<file path="src/sv/kdar_pkg.sv">
// Shared types and constants for the key debounce / auto-repeat scanner.
// No dependencies; every other file in this folder uses it.
`default_nettype none

package kdar_pkg;

    // Command codes on the input channel
    localparam logic [2:0] CMD_TICK     = 3'd0;
    localparam logic [2:0] CMD_PEEK     = 3'd1;
    localparam logic [2:0] CMD_READ_CLR = 3'd2;
    localparam logic [2:0] CMD_HELD     = 3'd3;
    localparam logic [2:0] CMD_BEEP     = 3'd4;

    // Configuration register indexes (byte address = 4 * index)
    localparam logic [2:0] REG_DEBOUNCE     = 3'd0;
    localparam logic [2:0] REG_REPEAT_DELAY = 3'd1;
    localparam logic [2:0] REG_REPEAT_PER   = 3'd2;
    localparam logic [2:0] REG_REPEAT_MASK  = 3'd3;
    localparam logic [2:0] REG_VALID_MASK   = 3'd4;

    localparam logic [15:0] RST_DEBOUNCE     = 16'd10;
    localparam logic [15:0] RST_REPEAT_DELAY = 16'd300;
    localparam logic [15:0] RST_REPEAT_PER   = 16'd100;
    localparam logic [15:0] RST_REPEAT_MASK  = 16'h0000;
    localparam logic [15:0] RST_VALID_MASK   = 16'hFFFF;

    typedef enum logic [2:0] {
        OP_NOP,
        OP_TICK,
        OP_PEEK,
        OP_READ_CLR,
        OP_HELD,
        OP_BEEP
    } t_op;

    typedef struct packed {
        logic [2:0]  cmd;
        logic [15:0] key_levels_n;
        logic [15:0] key_select;
        logic [15:0] beep_ms;
        logic [7:0]  beep_level;
    } t_in_item;

    typedef struct packed {
        logic [15:0] key_bits;
        logic [31:0] held_ticks;
        logic [31:0] tick_now;
        logic [7:0]  beep_volume_out;
    } t_out_item;

    typedef struct packed {
        logic [15:0] debounce_ms;
        logic [15:0] repeat_delay_ms;
        logic [15:0] repeat_period_ms;
        logic [15:0] repeat_key_mask;
        logic [15:0] valid_key_mask;
    } t_cfg;

    // Classified command as it sits in the queue between front and back
    typedef struct packed {
        t_op         op;
        logic [15:0] keys;
        logic [15:0] sel;
        logic [15:0] beep_ms;
        logic [7:0]  beep_level;
    } t_cmd_entry;

endpackage

`default_nettype wire

</file>
<file path="src/sv/kdar_cfg.sv">
// APB-style configuration registers for the key scanner.
// Depends on kdar_pkg.
`default_nettype none

module kdar_cfg (
    input  wire logic          i_clk,
    input  wire logic          i_rst_n,
    input  wire logic          psel,
    input  wire logic          penable,
    input  wire logic          pwrite,
    input  wire logic [4:0]    paddr,
    input  wire logic [31:0]   pwdata,
    output logic      [31:0]   prdata,
    output logic               pready,
    output kdar_pkg::t_cfg     o_cfg
);

    kdar_pkg::t_cfg r_cfg;
    logic [2:0]     w_idx;
    logic           w_wr;

    assign w_idx  = paddr[4:2];
    assign w_wr   = psel & penable & pwrite;
    assign pready = 1'b1;
    assign o_cfg  = r_cfg;

    always_ff @(posedge i_clk) begin
        if (!i_rst_n) begin
            r_cfg.debounce_ms      <= kdar_pkg::RST_DEBOUNCE;
            r_cfg.repeat_delay_ms  <= kdar_pkg::RST_REPEAT_DELAY;
            r_cfg.repeat_period_ms <= kdar_pkg::RST_REPEAT_PER;
            r_cfg.repeat_key_mask  <= kdar_pkg::RST_REPEAT_MASK;
            r_cfg.valid_key_mask   <= kdar_pkg::RST_VALID_MASK;
        end else if (w_wr) begin
            unique case (w_idx)
                kdar_pkg::REG_DEBOUNCE:     r_cfg.debounce_ms      <= pwdata[15:0];
                kdar_pkg::REG_REPEAT_DELAY: r_cfg.repeat_delay_ms  <= pwdata[15:0];
                kdar_pkg::REG_REPEAT_PER:   r_cfg.repeat_period_ms <= pwdata[15:0];
                kdar_pkg::REG_REPEAT_MASK:  r_cfg.repeat_key_mask  <= pwdata[15:0];
                kdar_pkg::REG_VALID_MASK:   r_cfg.valid_key_mask   <= pwdata[15:0];
                default: ;
            endcase
        end
    end

    always_comb begin
        unique case (w_idx)
            kdar_pkg::REG_DEBOUNCE:     prdata = {16'h0, r_cfg.debounce_ms};
            kdar_pkg::REG_REPEAT_DELAY: prdata = {16'h0, r_cfg.repeat_delay_ms};
            kdar_pkg::REG_REPEAT_PER:   prdata = {16'h0, r_cfg.repeat_period_ms};
            kdar_pkg::REG_REPEAT_MASK:  prdata = {16'h0, r_cfg.repeat_key_mask};
            kdar_pkg::REG_VALID_MASK:   prdata = {16'h0, r_cfg.valid_key_mask};
            default:                    prdata = 32'h0;
        endcase
    end

endmodule

`default_nettype wire

</file>
<file path="src/sv/kdar_front.sv">
// Front end: takes input transactions, decodes the command and masks the
// raw key lines. Depends on kdar_pkg.
`default_nettype none

module kdar_front #(
    parameter int NUM_KEYS = 16
) (
    input  wire logic                 push,
    output logic                      full,
    input  wire kdar_pkg::t_in_item   i_in_item,
    input  wire kdar_pkg::t_cfg       i_cfg,
    input  wire logic                 i_q_full,
    output logic                      o_q_wr,
    output kdar_pkg::t_cmd_entry      o_q_entry
);

    logic [15:0] w_line_mask;

    // Key lines that physically exist
    always_comb begin
        for (int i = 0; i < 16; i++) begin
            w_line_mask[i] = (i < NUM_KEYS);
        end
    end

    assign full   = i_q_full;
    assign o_q_wr = push & ~i_q_full;

    always_comb begin
        o_q_entry.keys       = ~i_in_item.key_levels_n & i_cfg.valid_key_mask & w_line_mask;
        o_q_entry.sel        = i_in_item.key_select;
        o_q_entry.beep_ms    = i_in_item.beep_ms;
        o_q_entry.beep_level = i_in_item.beep_level;
        unique case (i_in_item.cmd)
            kdar_pkg::CMD_TICK:     o_q_entry.op = kdar_pkg::OP_TICK;
            kdar_pkg::CMD_PEEK:     o_q_entry.op = kdar_pkg::OP_PEEK;
            kdar_pkg::CMD_READ_CLR: o_q_entry.op = kdar_pkg::OP_READ_CLR;
            kdar_pkg::CMD_HELD:     o_q_entry.op = kdar_pkg::OP_HELD;
            kdar_pkg::CMD_BEEP:     o_q_entry.op = kdar_pkg::OP_BEEP;
            default:                o_q_entry.op = kdar_pkg::OP_NOP;
        endcase
    end

endmodule

`default_nettype wire

</file>
<file path="src/sv/kdar_fifo.sv">
// Two-entry command queue between front end and execution back end.
// Depends on kdar_pkg.
`default_nettype none

module kdar_fifo (
    input  wire logic                  i_clk,
    input  wire logic                  i_rst_n,
    input  wire logic                  i_wr,
    input  wire kdar_pkg::t_cmd_entry  i_wr_data,
    output logic                       o_full,
    input  wire logic                  i_rd,
    output logic                       o_empty,
    output kdar_pkg::t_cmd_entry       o_rd_data
);

    kdar_pkg::t_cmd_entry r_mem [2];
    logic                 r_wr_ptr;
    logic                 r_rd_ptr;
    logic [1:0]           r_count;
    logic                 w_do_wr;
    logic                 w_do_rd;

    assign o_full    = (r_count == 2'd2);
    assign o_empty   = (r_count == 2'd0);
    assign o_rd_data = r_mem[r_rd_ptr];
    assign w_do_wr   = i_wr & ~o_full;
    assign w_do_rd   = i_rd & ~o_empty;

    always_ff @(posedge i_clk) begin
        if (w_do_wr) begin
            r_mem[r_wr_ptr] <= i_wr_data;
        end
        if (!i_rst_n) begin
            r_wr_ptr <= 1'b0;
            r_rd_ptr <= 1'b0;
            r_count  <= 2'd0;
        end else begin
            if (w_do_wr) r_wr_ptr <= ~r_wr_ptr;
            if (w_do_rd) r_rd_ptr <= ~r_rd_ptr;
            case ({w_do_wr, w_do_rd})
                2'b10:   r_count <= r_count + 2'd1;
                2'b01:   r_count <= r_count - 2'd1;
                default: r_count <= r_count;
            endcase
        end
    end

endmodule

`default_nettype wire

</file>
<file path="src/sv/kdar_back.sv">
// Back end: holds scanner state, executes queued commands, runs the serial
// repeat-period remainder and drives the result register. Depends on kdar_pkg.
`default_nettype none

module kdar_back (
    input  wire logic                  i_clk,
    input  wire logic                  i_rst_n,
    input  wire kdar_pkg::t_cfg        i_cfg,
    input  wire logic                  i_q_empty,
    input  wire kdar_pkg::t_cmd_entry  i_q_data,
    output logic                       o_q_rd,
    output logic                       empty,
    input  wire logic                  pop,
    output kdar_pkg::t_out_item        o_out_item
);

    typedef enum logic [2:0] {
        S_IDLE,
        S_EXEC,
        S_LOAD,
        S_DIV,
        S_FIN,
        S_EMIT
    } t_state;

    t_state               r_state,     n_state;
    kdar_pkg::t_cmd_entry r_ent,       n_ent;
    logic [31:0]          r_tc,        n_tc;
    logic [31:0]          r_down_age,  n_down_age;   // tick - last_down_time
    logic [31:0]          r_held,      n_held;       // tick - last_change_time
    logic [15:0]          r_pressed,   n_pressed;
    logic [15:0]          r_down_set,  n_down_set;
    logic [15:0]          r_beep_rem,  n_beep_rem;
    logic [7:0]           r_beep_vol,  n_beep_vol;
    logic [15:0]          r_res_bits,  n_res_bits;
    logic [31:0]          r_res_held,  n_res_held;
    logic [15:0]          r_rep_keys,  n_rep_keys;
    logic [31:0]          r_dvd,       n_dvd;
    logic [15:0]          r_rem,       n_rem;
    logic [4:0]           r_cnt,       n_cnt;
    logic                 r_out_valid, n_out_valid;
    kdar_pkg::t_out_item  r_out,       n_out;

    logic [31:0] w_age1;
    logic [31:0] w_held_new;
    logic [15:0] w_period;
    logic [16:0] w_trial;
    logic [16:0] w_diff;

    assign empty      = ~r_out_valid;
    assign o_out_item = r_out;
    assign o_q_rd     = (r_state == S_IDLE) & ~i_q_empty;

    assign w_age1     = r_down_age + 32'd1;
    assign w_held_new = (r_ent.keys != r_down_set) ? 32'd0 : r_held + 32'd1;
    // a zero period behaves as one
    assign w_period   = (i_cfg.repeat_period_ms == 16'd0) ? 16'd1 : i_cfg.repeat_period_ms;
    assign w_trial    = {r_rem, r_dvd[31]};
    assign w_diff     = w_trial - {1'b0, w_period};

    always_comb begin
        n_state     = r_state;
        n_ent       = r_ent;
        n_tc        = r_tc;
        n_down_age  = r_down_age;
        n_held      = r_held;
        n_pressed   = r_pressed;
        n_down_set  = r_down_set;
        n_beep_rem  = r_beep_rem;
        n_beep_vol  = r_beep_vol;
        n_res_bits  = r_res_bits;
        n_res_held  = r_res_held;
        n_rep_keys  = r_rep_keys;
        n_dvd       = r_dvd;
        n_rem       = r_rem;
        n_cnt       = r_cnt;
        n_out       = r_out;
        n_out_valid = r_out_valid & ~pop;

        unique case (r_state)
            S_IDLE: begin
                if (!i_q_empty) begin
                    n_ent   = i_q_data;
                    n_state = S_EXEC;
                end
            end
            S_EXEC: begin
                n_res_bits = 16'h0;
                n_res_held = 32'h0;
                n_state    = S_EMIT;
                unique case (r_ent.op)
                    kdar_pkg::OP_TICK: begin
                        n_tc = r_tc + 32'd1;
                        if (r_ent.keys != 16'h0) begin
                            if (w_age1 > {16'h0, i_cfg.debounce_ms}) begin
                                n_pressed = r_pressed | r_ent.keys;
                            end
                            n_down_age = 32'd0;
                        end else begin
                            n_down_age = w_age1;
                        end
                        n_down_set = r_ent.keys;
                        n_held     = w_held_new;
                        n_rep_keys = r_ent.keys & i_cfg.repeat_key_mask;
                        if (w_held_new > {16'h0, i_cfg.repeat_delay_ms} &&
                            (r_ent.keys & i_cfg.repeat_key_mask) != 16'h0) begin
                            n_state = S_LOAD;
                        end
                        if (r_beep_rem != 16'd0) begin
                            n_beep_rem = r_beep_rem - 16'd1;
                            if (r_beep_rem == 16'd1) n_beep_vol = 8'd0;
                        end
                    end
                    kdar_pkg::OP_PEEK: begin
                        n_res_bits = r_pressed & r_ent.sel;
                    end
                    kdar_pkg::OP_READ_CLR: begin
                        n_res_bits = r_pressed & r_ent.sel;
                        n_pressed  = r_pressed & ~r_ent.sel;
                    end
                    kdar_pkg::OP_HELD: begin
                        n_res_bits = r_down_set & r_ent.sel;
                        n_res_held = r_held;
                    end
                    kdar_pkg::OP_BEEP: begin
                        n_beep_vol = r_ent.beep_level;
                        n_beep_rem = r_ent.beep_ms;
                    end
                    kdar_pkg::OP_NOP: ;
                    default: ;
                endcase
            end
            S_LOAD: begin
                n_dvd   = r_held - {16'h0, i_cfg.repeat_delay_ms};
                n_rem   = 16'h0;
                n_cnt   = 5'd0;
                n_state = S_DIV;
            end
            S_DIV: begin
                // restoring remainder, one dividend bit per cycle
                n_rem = w_diff[16] ? w_trial[15:0] : w_diff[15:0];
                n_dvd = {r_dvd[30:0], 1'b0};
                n_cnt = r_cnt + 5'd1;
                if (r_cnt == 5'd31) n_state = S_FIN;
            end
            S_FIN: begin
                if (r_rem == 16'h0) n_pressed = r_pressed | r_rep_keys;
                n_state = S_EMIT;
            end
            S_EMIT: begin
                if (!r_out_valid || pop) begin
                    n_out.key_bits        = r_res_bits;
                    n_out.held_ticks      = r_res_held;
                    n_out.tick_now        = r_tc;
                    n_out.beep_volume_out = r_beep_vol;
                    n_out_valid           = 1'b1;
                    n_state               = S_IDLE;
                end
            end
            default: n_state = S_IDLE;
        endcase
    end

    always_ff @(posedge i_clk) begin
        r_state     <= n_state;
        r_ent       <= n_ent;
        r_tc        <= n_tc;
        r_down_age  <= n_down_age;
        r_held      <= n_held;
        r_pressed   <= n_pressed;
        r_down_set  <= n_down_set;
        r_beep_rem  <= n_beep_rem;
        r_beep_vol  <= n_beep_vol;
        r_res_bits  <= n_res_bits;
        r_res_held  <= n_res_held;
        r_rep_keys  <= n_rep_keys;
        r_dvd       <= n_dvd;
        r_rem       <= n_rem;
        r_cnt       <= n_cnt;
        r_out       <= n_out;
        r_out_valid <= n_out_valid;
        if (!i_rst_n) begin
            r_state     <= S_IDLE;
            r_tc        <= 32'd0;
            r_down_age  <= 32'd0;
            r_held      <= 32'd0;
            r_pressed   <= 16'h0;
            r_down_set  <= 16'h0;
            r_beep_rem  <= 16'd0;
            r_beep_vol  <= 8'd0;
            r_out_valid <= 1'b0;
        end
    end

endmodule

`default_nettype wire

</file>
<file path="src/sv/key_debounce_autorepeat_top.sv">
// Top level of the key debounce / auto-repeat scanner.
// Depends on kdar_pkg, kdar_cfg, kdar_front, kdar_fifo and kdar_back.
//
//   channel   handshake            payload
//   -------   ------------------   ------------------------------------
//   input     push / full          i_in_item  (kdar_pkg::t_in_item)
//   result    pop / empty          o_out_item (kdar_pkg::t_out_item)
//   config    psel/penable/pready  paddr, pwdata, prdata (5 x 16-bit regs)
//
// Each command runs idle, execute and emit in the back end; a tick whose
// repeat key is past its delay also runs load, the 32-step serial
// remainder of held time less delay over the repeat period, and finish.
// A two-entry queue and the result register let input flow while a result
// waits. Reset is synchronous and active low; no clearing pass is needed.
`default_nettype none

module key_debounce_autorepeat_top #(
    parameter int NUM_KEYS = 16
) (
    input  wire logic                 i_clk,
    input  wire logic                 i_rst_n,
    input  wire logic                 push,
    output logic                      full,
    input  wire kdar_pkg::t_in_item   i_in_item,
    output logic                      empty,
    input  wire logic                 pop,
    output kdar_pkg::t_out_item       o_out_item,
    input  wire logic                 psel,
    input  wire logic                 penable,
    input  wire logic                 pwrite,
    input  wire logic [4:0]           paddr,
    input  wire logic [31:0]          pwdata,
    output logic      [31:0]          prdata,
    output logic                      pready
);

    kdar_pkg::t_cfg       w_cfg;
    kdar_pkg::t_cmd_entry w_wr_entry;
    kdar_pkg::t_cmd_entry w_rd_entry;
    logic                 w_q_wr;
    logic                 w_q_full;
    logic                 w_q_rd;
    logic                 w_q_empty;

    kdar_cfg u_cfg (
        .i_clk   (i_clk),
        .i_rst_n (i_rst_n),
        .psel    (psel),
        .penable (penable),
        .pwrite  (pwrite),
        .paddr   (paddr),
        .pwdata  (pwdata),
        .prdata  (prdata),
        .pready  (pready),
        .o_cfg   (w_cfg)
    );

    kdar_front #(
        .NUM_KEYS (NUM_KEYS)
    ) u_front (
        .push      (push),
        .full      (full),
        .i_in_item (i_in_item),
        .i_cfg     (w_cfg),
        .i_q_full  (w_q_full),
        .o_q_wr    (w_q_wr),
        .o_q_entry (w_wr_entry)
    );

    kdar_fifo u_fifo (
        .i_clk     (i_clk),
        .i_rst_n   (i_rst_n),
        .i_wr      (w_q_wr),
        .i_wr_data (w_wr_entry),
        .o_full    (w_q_full),
        .i_rd      (w_q_rd),
        .o_empty   (w_q_empty),
        .o_rd_data (w_rd_entry)
    );

    kdar_back u_back (
        .i_clk      (i_clk),
        .i_rst_n    (i_rst_n),
        .i_cfg      (w_cfg),
        .i_q_empty  (w_q_empty),
        .i_q_data   (w_rd_entry),
        .o_q_rd     (w_q_rd),
        .empty      (empty),
        .pop        (pop),
        .o_out_item (o_out_item)
    );

endmodule

`default_nettype wire
</file>
<file path="config.mk">
export PLATFORM = sky130hd
export DESIGN_NAME = key_debounce_autorepeat_top
export DESIGN_NICKNAME = d
export VERILOG_FILES = /design/src/sv/kdar_pkg.sv /design/src/sv/kdar_cfg.sv /design/src/sv/kdar_front.sv /design/src/sv/kdar_fifo.sv /design/src/sv/kdar_back.sv /design/src/sv/key_debounce_autorepeat_top.sv
export SDC_FILE = /design/constraint.sdc
export NUM_CORES = 1
export LEC_CHECK = 0
export BUFFER_PORTS_ARGS = -buffer_cell sky130_fd_sc_hd__buf_2
export CAP_MARGIN = 5
export CELL_PAD_IN_SITES_DETAIL_PLACEMENT = 1
export CELL_PAD_IN_SITES_GLOBAL_PLACEMENT = 2
export CORE_UTILIZATION = 44
export CTS_BUF_LIST = sky130_fd_sc_hd__clkbuf_4 sky130_fd_sc_hd__clkbuf_8
export CTS_CLUSTER_SIZE = 30
export DETAILED_ROUTE_END_ITERATION = 7
export MAX_ROUTING_LAYER = met4
export PLACE_DENSITY_LB_ADDON = 0.1
export SYNTH_ARGS = -nofsm -noshare
export SYNTH_HDL_FRONTEND = slang
export SYNTH_SLANG_ARGS = --single-unit
</file>
<file path="constraint.sdc">
create_clock -name i_clk -period 16.3 [get_ports i_clk]
set_input_delay 1.63 -clock i_clk [delete_from_list [all_inputs] [get_ports i_clk]]
set_output_delay 1.63 -clock i_clk [all_outputs]
set_load 0.01 [all_outputs]
</file>
* After elaboration in Yosys (flattened, before gate mapping)
Memory sizes are Yosys's and may differ from the RTL's. A register that Yosys moved wholly into a read port is not among the register bits.
Cells that the tools add are included.
** Word-level totals
- Memories :: 1
- RAM bits :: 118
- Register bits :: 445
- Bits of input ports :: 103
** Operators by class
- Add/sub/neg operators :: 9
- Reduce and logical (&&, ||, !) cells :: 29
- Muxes and demuxes :: 31
- Equality and inequality tests :: 33
- $lt $le $gt $ge :: 2
- Bitwise gates (word level) :: 22
** Memories
- u_fifo.r_mem :: depth 2, width 59, read ports 1, clocked after Yosys merged registers in 1, write ports 1, RTL line kdar_fifo.sv:16 : kdar_pkg::t_cmd_entry r_mem [2];
** Operators by type and width (number)
- 16-bit one-hot mux with 2 select lines :: 5
- 32-bit by 1-bit adder with 32-bit output, second input constant :: 3
- 16-bit 2-to-1 mux :: 6
- 16-bit bitwise AND :: 5
- 16-bit one-hot mux with 5 select lines :: 1
- 32-bit by 16-bit greater-than comparator with 1-bit output :: 2
- 32-bit 2-to-1 mux :: 2
- 32-bit one-hot mux with 2 select lines :: 1
- 16-bit nonzero test :: 3
- 16-bit zero test :: 2
- 16-bit NOT :: 2
- 16-bit bitwise OR :: 2
- 32-bit by 16-bit subtractor with 32-bit output :: 1
- 3-bit by 2-bit == test with 1-bit output, second input constant :: 8
- 3-bit == test, second input constant :: 6
- 3-bit one-hot mux with 6 select lines :: 1
- 17-bit by 16-bit subtractor with 17-bit output :: 1
- 16-bit by 1-bit == test with 1-bit output, second input constant :: 1
- 8-bit 2-to-1 mux :: 2
- 16-bit != test :: 1
- 8-bit one-hot mux with 2 select lines :: 1
- 2-bit AND reduction :: 8
- 16-bit by 1-bit subtractor with 16-bit output, second input constant :: 1
- 3-bit 2-to-1 mux :: 5
- other kinds (26) :: 56

* Longest topological paths before layout
Gate-level depths: netlist of run 1.
- Word-level depth :: 7
- Gate-level depth with buffers :: 18
- Gate-level depth less buffers :: 16

* By module
Synthesis of run 1 repeated with hierarchy kept, for this count alone.
** Second synthesis, totals
- Cells, all modules :: 2681
- Area, all modules :: 29261.8 µm²
** Modules (own cells, without submodules)
- kdar_back :: seq. area each 11050.6 µm², times used 1, cells an instance 2001, area an instance 20498.4 µm²
- kdar_fifo :: seq. area each 3643.5 µm², times used 1, cells an instance 210, area an instance 4485.6 µm²
- kdar_cfg :: seq. area each 1601.5 µm², times used 1, cells an instance 406, area an instance 3829.9 µm²
- kdar_front :: seq. area each 0.0 µm², times used 1, cells an instance 64, area an instance 447.9 µm²

* Least setup slack after synthesis of run 1
Ideal clock, no wire load.
- Path kind :: register to register
- Start :: reg u_back.r_state[0]
- End :: reg u_fifo.r_count[1]
- Buffers on the path :: 1
- Setup slack :: 8.474 ns
- Cell stages (with the launch flop) :: 6
- Arrival :: 7.755 ns
- Data required time :: 16.230 ns
- Path through :: dfxtp_1 -> buf_2 -> nor4_1 -> ha_1 -> or3_1 -> a21oi_1
** Between the ends
- Word-level cells in the longest chain between the ends :: 5
- Elaborated cells between the ends (all ways) :: 7
- Classes of those cells :: eq/ne: 2; mux: 1; bitwise: 2; reduce/logical: 2
** RTL lines
- from (decl) :: RTL line kdar_back.sv:26 : t_state r_state, n_state;
- from (signal assigned) :: RTL line kdar_back.sv:165 : r_state <= n_state;
- 3-bit zero test (*) :: RTL line kdar_back.sv:52 : assign o_q_rd = (r_state == S_IDLE) & ~i_q_empty;
- 1-bit bitwise AND (*) :: RTL line kdar_back.sv:52
- named net u_back.o_q_rd :: RTL line kdar_back.sv:11 : output logic o_q_rd,
- 1-bit bitwise AND (*) :: RTL line kdar_fifo.sv:27 : assign w_do_rd = i_rd & ~o_empty;
- 2-bit by 1-bit == test with 1-bit output / 2-bit == test (equally long branches) :: RTL line kdar_fifo.sv:40 : case ({w_do_wr, w_do_rd})
- 2-bit one-hot mux with 2 select lines / 2-bit nonzero test (equally long branches)
- to (signal assigned) :: RTL line kdar_fifo.sv:41 : 2'b10: r_count <= r_count + 2'd1;
- to (signal assigned) :: RTL line kdar_fifo.sv:42 : 2'b01: r_count <= r_count - 2'd1;
- to (signal assigned) :: RTL line kdar_fifo.sv:43 : default: r_count <= r_count;
- to (decl) :: RTL line kdar_fifo.sv:19 : logic [1:0] r_count;
Mark *: on every way through the listed nets, which the timed path passes. The rest lies on a longest branch.
A chain may end at the register's enable or synchronous reset.

* Final worst setup path of run 1
- Start :: in paddr[2]
- End :: out prdata[5]
** Between the ends
- Word-level cells in the longest chain between the ends :: 2
- Elaborated cells between the ends (all ways) :: 6
- Classes of those cells :: eq/ne: 4; mux: 1; reduce/logical: 1
** RTL lines
- from (decl) :: RTL line key_debounce_autorepeat_top.sv:31 : input wire logic [4:0] paddr,
- 3-bit == test, or another cell as far along :: RTL line kdar_cfg.sv:47 : unique case (w_idx)
- 16-bit one-hot mux with 5 select lines (*) :: RTL line kdar_cfg.sv:47
- to (decl) :: RTL line key_debounce_autorepeat_top.sv:33 : output logic [31:0] prdata,
Every way passes the cells marked *; elsewhere a longest branch is shown, timed or not.

==> results of run 1 <==
state kept, by name (all words and copies together) (netlist names):
name and cells:
u_cfg.o_cfg 80, u_back.r_beep_vol 8, u_back.o_out_item 88, u_back.r_state 3, u_back.r_dvd 32, u_fifo.r_mem 118, u_back.r_tc 32, u_fifo.r_count 2
u_back.r_down_age 32, u_back.r_ent 59, u_fifo.r_rd_ptr 1, u_back.r_beep_rem 16, u_back.r_pressed 16, u_back.r_held 32, u_back.r_rep_keys 16, u_back.r_cnt 5
u_back.r_out_valid 1, u_back.r_rem 16, u_back.r_res_bits 16, u_fifo.r_wr_ptr 1, u_back.r_down_set 16, u_back.r_res_held 32
routing by layer:
layer  share of wire  wire [µm]  global-route usage
met4           0.023       1900              0.0701
met3           0.046       3800              0.0352
met5               0          0                   -
met2            0.48      39600               0.414
met1            0.45      37300               0.328
logic make-up after synthesis:
| logic type | after synthesis |
|---|---|
| simple gates | 1036 |
| compound gates | 629 |
| flops | 622 |
| buf+inv | 263 |
| xor+xnor | 116 |
| fa+ha+maj | 74 |
| mux | 64 |
| other cells | 2 |
worst paths after layout:
check / endpoint / slack [ns]
hold reg to reg: u_back.o_out_item[57] / 0.41
setup reg to reg: u_back.r_pressed[2] / 11.64
hold / removal: u_back.o_out_item[57] / 0.41
setup / recovery: prdata[5] / 10.75
layout make-up:
class,instances,share of cell area
clock buffers,155,0.0569
multi-input cells,1936,0.362
flip-flops and latches,622,0.497
repair buffers,212,0.0340
clock inverters,45,0.00836
diodes,2,0.000153
inverters,84,0.00985
well taps,855,0.0326
per-stage QoR:
step | utilization | total power, mW | cells
finish | 0.505 | 4.14 | 3911
global route | 0.505 | 4.33 | 3911
CTS | 0.505 | 4.20 | 3909
detailed placement | 0.472 | 2.78 | 3709
global placement | 0.472 | 2.74 | 3709
floorplan | - | 2.53 | 2821
power by group:
group	total (mW)	internal, mW	switching [mW]
Combinational	0.676	0.228	0.448
Clock	1.41	0.746	0.663
Sequential	2.06	1.94	0.116
Total	4.14	2.92	1.23
layout by cell type, fill, tap and decap left out, types with 16 or more instances in the layout:
cell type / netlist / layout
clkinv_2: 0 / 17
and3_1: 37 / 35
clkinv_1: 0 / 19
nand4_1: 36 / 36
o22ai_1: 21 / 21
nor2_1: 175 / 173
nor2b_1: 51 / 51
nand2_1: 349 / 348
nor4_1: 45 / 43
conb_1: 2 / 17
and4_1: 16 / 16
buf_4: 21 / 22
dfxtp_1: 240 / 239
ha_1: 72 / 72
mux2_2: 60 / 60
xnor2_1: 61 / 61
xor2_1: 55 / 55
a21oi_1: 259 / 259
a211oi_1: 21 / 21
clkbuf_8: 0 / 112
or3_1: 31 / 31
buf_2: 10 / 190
and2_1: 70 / 70
a22oi_1: 58 / 58
inv_1: 83 / 81
o21ai_0: 136 / 136
edfxtp_1: 382 / 382
nand3_1: 96 / 95
clkbuf_4: 1 / 43
nor3_1: 56 / 56
==> impl_results.md, run 1 <==
* Area Overhead vs Synth at 12.6%
* Worst-case reg-to-reg path depth at 16
* Count leader, synth: edfxtp_1
* Commonest cells post-synth: 382 x edfxtp_1, 349 x nand2_1, 259 x a21oi_1, 240 x dfxtp_1, 175 x nor2_1
* Area of the multi-input gates at between 0.01 and 0.015 mm²
* DR iter-0 viols at 1,525
* Area after DPL at about 0.03 mm²
* Worst slew pin tran at approximately 1.2 ns
* Final nets at roughly 3.1k
* Ys flop type: edfxtp_1
* Core area at about 0.065 mm²
* CP Capture Type: output port
* Die height at about 260 µm
* Highest Clock Rate at 180 MHz
* Hold Path Cell Cnt at 0
* Top cell type by total area after synthesis: edfxtp_1
* Required time of the critical path at roughly 15 ns
* Crit-path leading delay family: simple AND/OR/NAND/NOR gates
* Unique masters post-synth at 91
* Routed vias/inst at about 5.7
* Max cap viols at 0
* Post-route DRC at 0
* CTS resizes at 0
* Area share of xor/xnor cells in the synthesized design at 0.0349
* Dpl hpwl at 56,900 µm
* Final clock skew at ~0.034 ns
* CTS tree: built
* GR Util All Layers at 0.253
* Final instance area at between 0.03 and 0.04 mm²
* Clk_lat worst skew at 0.73 ns
* Crit path top cell by count: buf_2
* Peak VDD IR at ~0.095 mV
* Post-Synth Simple-Gate Area at 0.179
* Fin crit share at 0.340
* Drt wl/cell at 21.1 µm
* Die width at between 200 and 300 µm
* CP peak stage delay at 1.04 ns
* CP Cell Sequence: buf_2 -> nor2b_1 -> a22oi_1 -> o22ai_1 -> buf_2
* Total gr overflow at 0
* Routability cong. at 0.918
* Crit path max fanout at 39
* Synth Cell Area at roughly 0.029 mm²
* Synth Instances at around 2.8k
* Buffers on Ports at 190
* Worst path bufs/invs at 2
* Fin Setup TNS at 0 ns
* # hold bufs at CTS at 0
* Largest family of logic cells by synthesized area: simple AND/OR/NAND/NOR gates
* Synthesized area per cell at between 10 and 15 µm²
* Power per standard cell area at about 130 mW/mm²
* Hold wc startpoint: u_back.r_res_held[17]
* I/O pin total at 226
* Max Root-Sink Buffers at 3
* Synth Area in Adders at 0.0323
* Post-synthesis mux area share at 0.0250
* DR vias at approximately 22k
* Setup violations, final at 0
* Seq cells post-synth at between 600 and 700
* Crit path kind: in -> out
* H-tree Lvls at 3
* Slew Limit Fails at 0
* Synth top area cells: edfxtp_1 39%, dfxtp_1 17%, nand2_1 4.5%
* Max transition margin at 0.178
* Syn. warnings at 0
* Critical path origin: paddr[2]
* Worst-path clk slew at approximately 0.05 ns
* # rows at 93
* Final Hold Fails at 0
* Worst min path class: reg -> reg
* Die area at between 0.06 and 0.07 mm²
* Status: finished clean
* Worst EP arrival at around 3.9 ns
* Share of cells above drive strength 1 at 0.168
* Pleak at around 12 nW
* RR Startpoint: u_back.r_down_age[0]
* Dpl ws at 10.84 ns
* Drt first pass iters at 7
* TritonCTS Sinks at a little over 600
* Hold WS at ~0.4 ns
* RSZ-0062 raised after global routing: false
* Top-area cell type share of the netlist area at 0.394
* CP max stage cell: nor2b_1
* Fraction of the mapped netlist area in compound gates at 0.131
* Detail Route Antenna Nets at 0
* Crit start category: input port
* Final WL at approximately 83,000 µm
* Final worst setup slack at between 10 and 15 ns
* First-pass GRT wire length at about 130,000 µm
* Pin count of the biggest net entering global routing at 114
* Initial core utilization at 0.448
* Post-synth ARST share at 0
* Sequential cell area at ~0.016 mm²
* Crit path time final at around 5.5 ns
* Register area share after synthesis at 0.559
* Total setup buffers inserted after CTS at 0
* Final-layout fill cell count at 7,183
* Root Driver: clkbuf_8
* Number of global-route vias before repair at between 20k and 25k
* CP Depth at 5
* Initial antenna violation count at 2
* Post-synth EDFFs at between 300 and 400
* Num CTS Buffers at 106
(Power assumes the default switching activity.)
==> run 2: changes to the inputs <==
--- a/config.mk
+++ b/config.mk
@@ -5,11 +5,12 @@
 export SDC_FILE = /design/constraint.sdc
 export NUM_CORES = 1
 export LEC_CHECK = 0
+export ABC_AREA = 1
 export BUFFER_PORTS_ARGS = -buffer_cell sky130_fd_sc_hd__buf_2
 export CAP_MARGIN = 5
 export CELL_PAD_IN_SITES_DETAIL_PLACEMENT = 1
 export CELL_PAD_IN_SITES_GLOBAL_PLACEMENT = 2
-export CORE_UTILIZATION = 44
+export CORE_UTILIZATION = 39
 export CTS_BUF_LIST = sky130_fd_sc_hd__clkbuf_4 sky130_fd_sc_hd__clkbuf_8
 export CTS_CLUSTER_SIZE = 30
 export DETAILED_ROUTE_END_ITERATION = 7
==> constraint.sdc (replaced) <==
create_clock -name i_clk -period 5.5 [get_ports i_clk]
set_input_delay 0.55 -clock i_clk [delete_from_list [all_inputs] [get_ports i_clk]]
set_output_delay 0.55 -clock i_clk [all_outputs]
set_load 0.01 [all_outputs]
==> impl_results.md, run 2 <==
* Synthesized area per cell at 9.15 µm² (-12%)
* DR vias at 23.1k (+3.8%)
* Post-route DRC at 0 (unchanged)
* Most flop-heavy register: u_fifo.r_mem
* Initial core utilization at 0.395 (-0.0538)
* Final worst setup slack at 1.34 ns (-9.41 ns)
* Slew Limit Fails at 0 (unchanged)
* Post-synth ARST share at 0 (unchanged)
* Synth top area cells: edfxtp_1 40%, dfxtp_1 17%, nand2_1 8.6%
* Routed vias/inst at 5.20 (-8.7%)
* Peak VDD IR at 0.486 mV (+410%)
* Worst EP arrival at 4.76 ns (+0.84 ns)
* Clk_lat worst skew at 0.73 ns (about the same)
* Num CTS Buffers at 106 (unchanged)
* Pin count of the biggest net entering global routing at 90 (-21%)
* Detail Route Antenna Nets at 0 (unchanged)
* Dpl hpwl at 64,600 µm (+14%)
* Max transition margin at 0.289 (+0.111)
* First-pass GRT wire length at 138,000 µm (+6.5%)
* Crit path max fanout at 16 (-59%)
* Met2 Usage GRT at 0.388 (-0.0255)
* I/O pin total at 226 (unchanged)
* Max cap viols at 0 (unchanged)
* Status: finished clean
* H-tree Lvls at 3 (unchanged)
* Core area at 0.0730 mm² (+12%)
* CP Capture Type: flip-flop
* Met3 global-route usage at 0.0329 (-0.00235)
* Post-synth EDFFs at 382 (unchanged)
* Initial antenna violation count at 6 (+4)
* DR iter-0 viols at 1,424 (-6.6%)
* Fin crit share at 0.756
* Commonest cells post-synth: 662 x nand2_1, 382 x edfxtp_1, 360 x nor2_1, 281 x inv_1, 260 x a21oi_1
* Syn. warnings at 0 (unchanged)
* Top-area cell type share of the netlist area at 0.398 (+0.00442)
* Met1 GRT Util at 0.327 (-0.000915)
* Seq cells post-synth at 622 (unchanged)
* Dpl ws at 1.27 ns (-9.57 ns)
* Most frequent cells in the layout: 661 x nand2_1, 382 x edfxtp_1, 355 x nor2_1
* Highest Clock Rate at roughly 240 MHz
* Root Driver: clkbuf_8
* # rows at 99 (+6.5%)
* Share of cells above drive strength 1 at 0.140 (-0.0284)
* Fin Setup TNS at 0 ns (unchanged)
* Gr busiest metal: met2
* Largest register FFs at 118 (unchanged)
* Routability cong. at 0.877 (-4.5%)
* GR Util All Layers at 0.247 (-0.00630)
* Setup violations, final at 0 (unchanged)
* Worst-path clk slew at 0.06 ns (about the same)
* Synth Cell Area at 0.0288 mm² (-1.1%)
* Pleak at 13.3 nW (+13%)
* Die height at 274 µm (+5.6%)
* TritonCTS Sinks at 622 (unchanged)
* Crit path time final at between 4 and 5 ns
* Max Root-Sink Buffers at 3 (unchanged)
* Commonest non-fill, non-tap cell in the layout: nand2_1
* Drt first pass iters at 5 (-2)
* Power per standard cell area at 418 mW/mm² (+230%)
* Final-layout fill cell count at 8,439 (+17%)
* Unique masters post-synth at 65 (-29%)
* Area Overhead vs Synth at 15.5%
* Die area at 0.0749 mm² (+11%)
* Worst slew pin tran at 1.06 ns (-0.165 ns)
* Hold WS at 0.0991 ns (-0.311 ns)
* CTS resizes at 0 (unchanged)
* Pwr Total at 13.9 mW (+240%)
* Die width at 274 µm (+5.6%)
* Final WL at 89,800 µm (+8.7%)
* Crit start category: flip-flop
* RSZ-0062 raised after global routing: false
* Count leader, synth: nand2_1
* Crit path kind: reg -> reg
* Total gr overflow at 0 (unchanged)
* Top cell type by total area after synthesis: edfxtp_1
* Buffers on Ports at 190 (unchanged)
* Required time of the critical path at 6.10 ns (-8.57 ns)
* CTS tree: built
* Worst min path class: in -> reg
* Drt wl/cell at 20.2 µm (-4.4%)
* Final clock skew at 0.0461 ns (+0.0119 ns)
* Number of global-route vias before repair at 23.7k (+3.3%)
* Final Hold Fails at 0 (unchanged)
* Final nets at 3,566 (+14%)
* Ys flop type: edfxtp_1
* Register area share after synthesis at 0.565 (+0.00627)
* Synth Instances at 3,148 (+12%)
[run 2: cell count changes after synthesis, moves of 26 or more]
cell	previous run	this run
and2_1	70	1
inv_1	83	281
clkbuf_1	139	97
o21ai_0	136	237
nor2b_1	51	0
or3_1	31	1
mux2_2	60	0
and3_1	37	0
xnor2_1	61	35
a22oi_1	58	6
nor2_1	175	360
nor4_1	45	18
nand2_1	349	662
[run 2: kinds of logic after synthesis]
group / synth area share
AOI/OAI and AO/OA: 0.119
xor gates and xnor gates: 0.0268
adders and majority gates: 0.0327
buffers and inverters: 0.0618
DFF: 0.565
other: 0.000261
and+or+nand+nor: 0.195
[run 2: final timing paths]
path / from / endpoint / slack (ns) / cells after the start
setup / recovery: u_back.r_ent[47] / u_back.r_state[2] / 1.34 / 23
hold / removal: i_in_item[24] / u_fifo.r_mem[1][24] / 0.1 / 1
setup reg to reg: u_back.r_ent[47] / u_back.r_state[2] / 1.34 / 23
hold reg to reg: u_back.r_res_bits[12] / u_back.o_out_item[84] / 0.41 / 0
[run 2: worst max-delay path, stage by stage, from the launching register on]
cell and delay, ns:
edfxtp_1 0.52, xnor2_1 0.22, nand2_1 0.08, nor2_1 0.13
nand2_1 0.16, nor2_2 0.73, o21ai_0 0.20, a21oi_1 0.32
ha_1 0.32, a21oi_1 0.17, o21ai_0 0.11, nor2_1 0.13
nand2_1 0.07, nand2_1 0.09, nand2_1 0.06, nor2_1 0.08
nand2_1 0.09, nor2_1 0.10, nand2_1 0.08, nand2_1 0.06
nand2_1 0.08, nand2_1 0.09, nand2_1 0.05, a21oi_1 0.12
[run 2: area by class of cell]
cell class | count | area, µm² | area share
antenna | 5 | 12.5 | 0.000376
clock buffer | 160 | 1950 | 0.0585
clock inverter | 39 | 315 | 0.00948
inverter | 295 | 1110 | 0.0333
multi-input combinational | 2107 | 10900 | 0.326
sequential | 622 | 16300 | 0.489
tap | 959 | 1200 | 0.0361
timing repair buffer | 257 | 1550 | 0.0466
[run 2: through the flow]
stage	utilization	instance area, µm²	cells
floorplan	-	28800	3163
global placement	0.420	30600	4202
detailed placement	0.420	30600	4202
CTS	0.456	33300	4439
global route	0.456	33300	4441
finish	0.456	33300	4444
[run 2: power by group]
part / internal, mW / total, mW / leakage, nW / switching, mW
clock: 2.46 / 4.42 / 1.22 / 1.96
sequential: 5.84 / 6.27 / 5.55 / 0.430
combinational: 0.967 / 3.19 / 6.54 / 2.22
[run 2: what timing repair did]
action | 4_1_cts | 5_1_grt
setup buffers | 0 | 0
hold endpoints to repair | 76 | 0
hold buffers | 38 | 0
[run 2: routing by layer]
layer,vias to the layer above,share of wire
met5,-,0
met4,0,0.027
met3,134,0.042
met2,477,0.47
met1,11306,0.47
li1,11170,-
==> run 3: changes to the inputs <==
--- a/config.mk
+++ b/config.mk
@@ -10,7 +10,7 @@
 export CAP_MARGIN = 5
 export CELL_PAD_IN_SITES_DETAIL_PLACEMENT = 1
 export CELL_PAD_IN_SITES_GLOBAL_PLACEMENT = 2
-export CORE_UTILIZATION = 39
+export CORE_UTILIZATION = 35
 export CTS_BUF_LIST = sky130_fd_sc_hd__clkbuf_4 sky130_fd_sc_hd__clkbuf_8
 export CTS_CLUSTER_SIZE = 30
 export DETAILED_ROUTE_END_ITERATION = 7
==> constraint.sdc (replaced) <==
create_clock -name i_clk -period 3.7 [get_ports i_clk]
set_input_delay 0.37 -clock i_clk [delete_from_list [all_inputs] [get_ports i_clk]]
set_output_delay 0.37 -clock i_clk [all_outputs]
set_load 0.01 [all_outputs]
==> impl_results.md, run 3 (same netlist as run 2, synthesis figures left out) <==
* DR vias at 23.3k (+1.1%)
* CP peak stage delay at 0.45 ns (-0.28 ns)
* CTS tree: built
* I/O pin total at 226 (unchanged)
* Total gr overflow at 0 (unchanged)
* Max Root-Sink Buffers at 3 (unchanged)
* Worst slew pin tran at 1.07 ns (+0.00567 ns)
* Max cap viols at 0 (unchanged)
* Pleak at 13.7 nW (+2.9%)
* CP Capture Type: flip-flop
* Crit path max fanout at 23 (+7)
* Highest Clock Rate at 293 MHz (+22%)
* Buffers on Ports at 190 (unchanged)
* Dpl ws at 0.0916 ns (-1.18 ns)
* Area Overhead vs Synth at 18.8%
* Crit path time final at 3.42 ns (-0.741 ns)
* Root Driver: clkbuf_8
* Die area at 0.0834 mm² (+11%)
* Fin Setup TNS at 0 ns (unchanged)
* Final Hold Fails at 0 (unchanged)
* H-tree Lvls at 3 (unchanged)
* Clk_lat worst skew at 0.74 ns (about the same)
* Detail Route Antenna Nets at 0 (unchanged)
* First-pass GRT wire length at 139,000 µm (+1.0%)
* Peak VDD IR at 0.376 mV (-23%)
* Final nets at 3,645 (+2.2%)
* Required time of the critical path at 4.15 ns (-1.95 ns)
* Worst EP arrival at 3.86 ns (-0.90 ns)
* Worst min path class: in -> reg
* Max transition margin at 0.286 (-0.00275)
* Dpl hpwl at 66,400 µm (+2.8%)
* Commonest non-fill, non-tap cell in the layout: nand2_1
* # rows at 104 (+5.1%)
* Final worst setup slack at 0.283 ns (-1.06 ns)
* Setup violations, final at 0 (unchanged)
* Worst-path clk slew at 0.06 ns (about the same)
* Die height at 289 µm (+5.5%)
* Drt wl/cell at 19.7 µm (-2.4%)
* Largest register FFs at 118 (unchanged)
* TritonCTS Sinks at 622 (unchanged)
* Pin count of the biggest net entering global routing at 86 (-4.4%)
* Core area at 0.0809 mm² (+11%)
* Most frequent cells in the layout: 659 x nand2_1, 382 x edfxtp_1, 352 x nor2_1
* Status: finished clean
* Initial core utilization at 0.356 (-0.0389)
* Hold WS at 0.0643 ns (-0.0348 ns)
* Final WL at 91,300 µm (+1.7%)
* Share of cells above drive strength 1 at 0.153 (+0.0130)
* Final design utilization at 0.423 (-0.0333)
* Crit path kind: reg -> reg
* Slew Limit Fails at 0 (unchanged)
* Routed vias/inst at 5.04 (-3.0%)
* Final clock skew at 0.0380 ns (-0.00813 ns)
* Num CTS Buffers at 110 (+3.8%)
* Power per standard cell area at 610 mW/mm² (+46%)
* Initial antenna violation count at 9 (+3)
* CP Cell Sequence: inv_1 -> nand4_1 -> o41ai_1 -> ha_1 -> fa_1 -> inv_1 -> nand3_1 -> nand2_1 -> a21boi_1 -> o21ai_1 -> nand3_1 -> nand4_1 -> or2_1 -> nand2_2 -> inv_2 -> o21ai_0 -> a21oi_1
* GR Util All Layers at 0.223 (-0.0234)
* Most flop-heavy register: u_fifo.r_mem
* Post-route DRC at 0 (unchanged)
* DR iter-0 viols at 1,322 (-7.2%)
* Fin crit share at 0.924 (+0.167)
* Drt first pass iters at 6 (+1)
* Die width at 289 µm (+5.5%)
* Final-layout fill cell count at 9,348 (+11%)
* Number of global-route vias before repair at 24.0k (+1.3%)
* CP max stage cell: o41ai_1
* Crit start category: flip-flop
* Routability cong. at 0.867 (-1.1%)
==> run 3: timing repair <==
action,CTS,global route
resized for setup,0,16
setup endpoints to repair,0,19
hold endpoints to repair,139,0
setup buffers,0,5
hold buffers,69,0
==> run 3: final cells by class <==
cell class / instances / area, µm² / share of cell area
multi-input combinational: 2107 / 10900 / 0.318
inverter: 295 / 1110 / 0.0324
antenna: 9 / 22.5 / 0.000658
timing repair buffer: 332 / 2240 / 0.0655
clock buffer: 167 / 2070 / 0.0606
tap: 1060 / 1330 / 0.0388
clock inverter: 40 / 262 / 0.00764
sequential: 622 / 16300 / 0.476
==> run 3: worst paths after layout <==
check | from | to | slack (ns) | cells past startpoint
max | u_cfg.o_cfg[40] | u_back.r_rem[10] | 0.28 | 17
min reg2reg | u_back.r_res_held[14] | u_back.o_out_item[54] | 0.41 | 0
min | pwdata[15] | u_cfg.o_cfg[15] | 0.06 | 3
max reg2reg | u_cfg.o_cfg[40] | u_back.r_rem[10] | 0.28 | 17
==> run 3: routing by layer <==
| layer | global-route usage | wire length [µm] | vias to the layer above |
|---|---|---|---|
| met5 | - | 0 | - |
| met4 | 0.0583 | 2180 | 0 |
| met3 | 0.0324 | 3610 | 141 |
| met2 | 0.367 | 43700 | 478 |
| met1 | 0.288 | 41800 | 11409 |
| li1 | - | - | 11320 |
==> run 3: per-stage QoR <==
| stage | cells | instance area, µm² | total power [mW] |
|---|---|---|---|
| finish | 4632 | 34200 | 20.9 |
| global route | 4632 | 34200 | 22.1 |
| floorplan | 3163 | 28900 | 12.5 |
| detailed placement | 4342 | 31100 | 14.4 |
| CTS | 4618 | 34100 | 21.2 |
| global placement | 4342 | 31100 | 14.2 |
==> run 3: critical path, delay by kind of cell, from the launching register on <==
| family | cells | cell delay, ns |
|---|---|---|
| AO/OA/AOI/OAI | 5 | 1.14 |
| AND/OR/NAND/NOR | 7 | 0.84 |
| adder cells (fa/ha/maj) | 2 | 0.48 |
| buffers and inverters | 3 | 0.35 |
| flip-flops | 1 | 0.34 |
==> run 3: report_power, final <==
group / internal [mW] / switching (mW)
logic: 1.57 / 3.35
clock network: 3.67 / 2.96
registers: 8.69 / 0.621
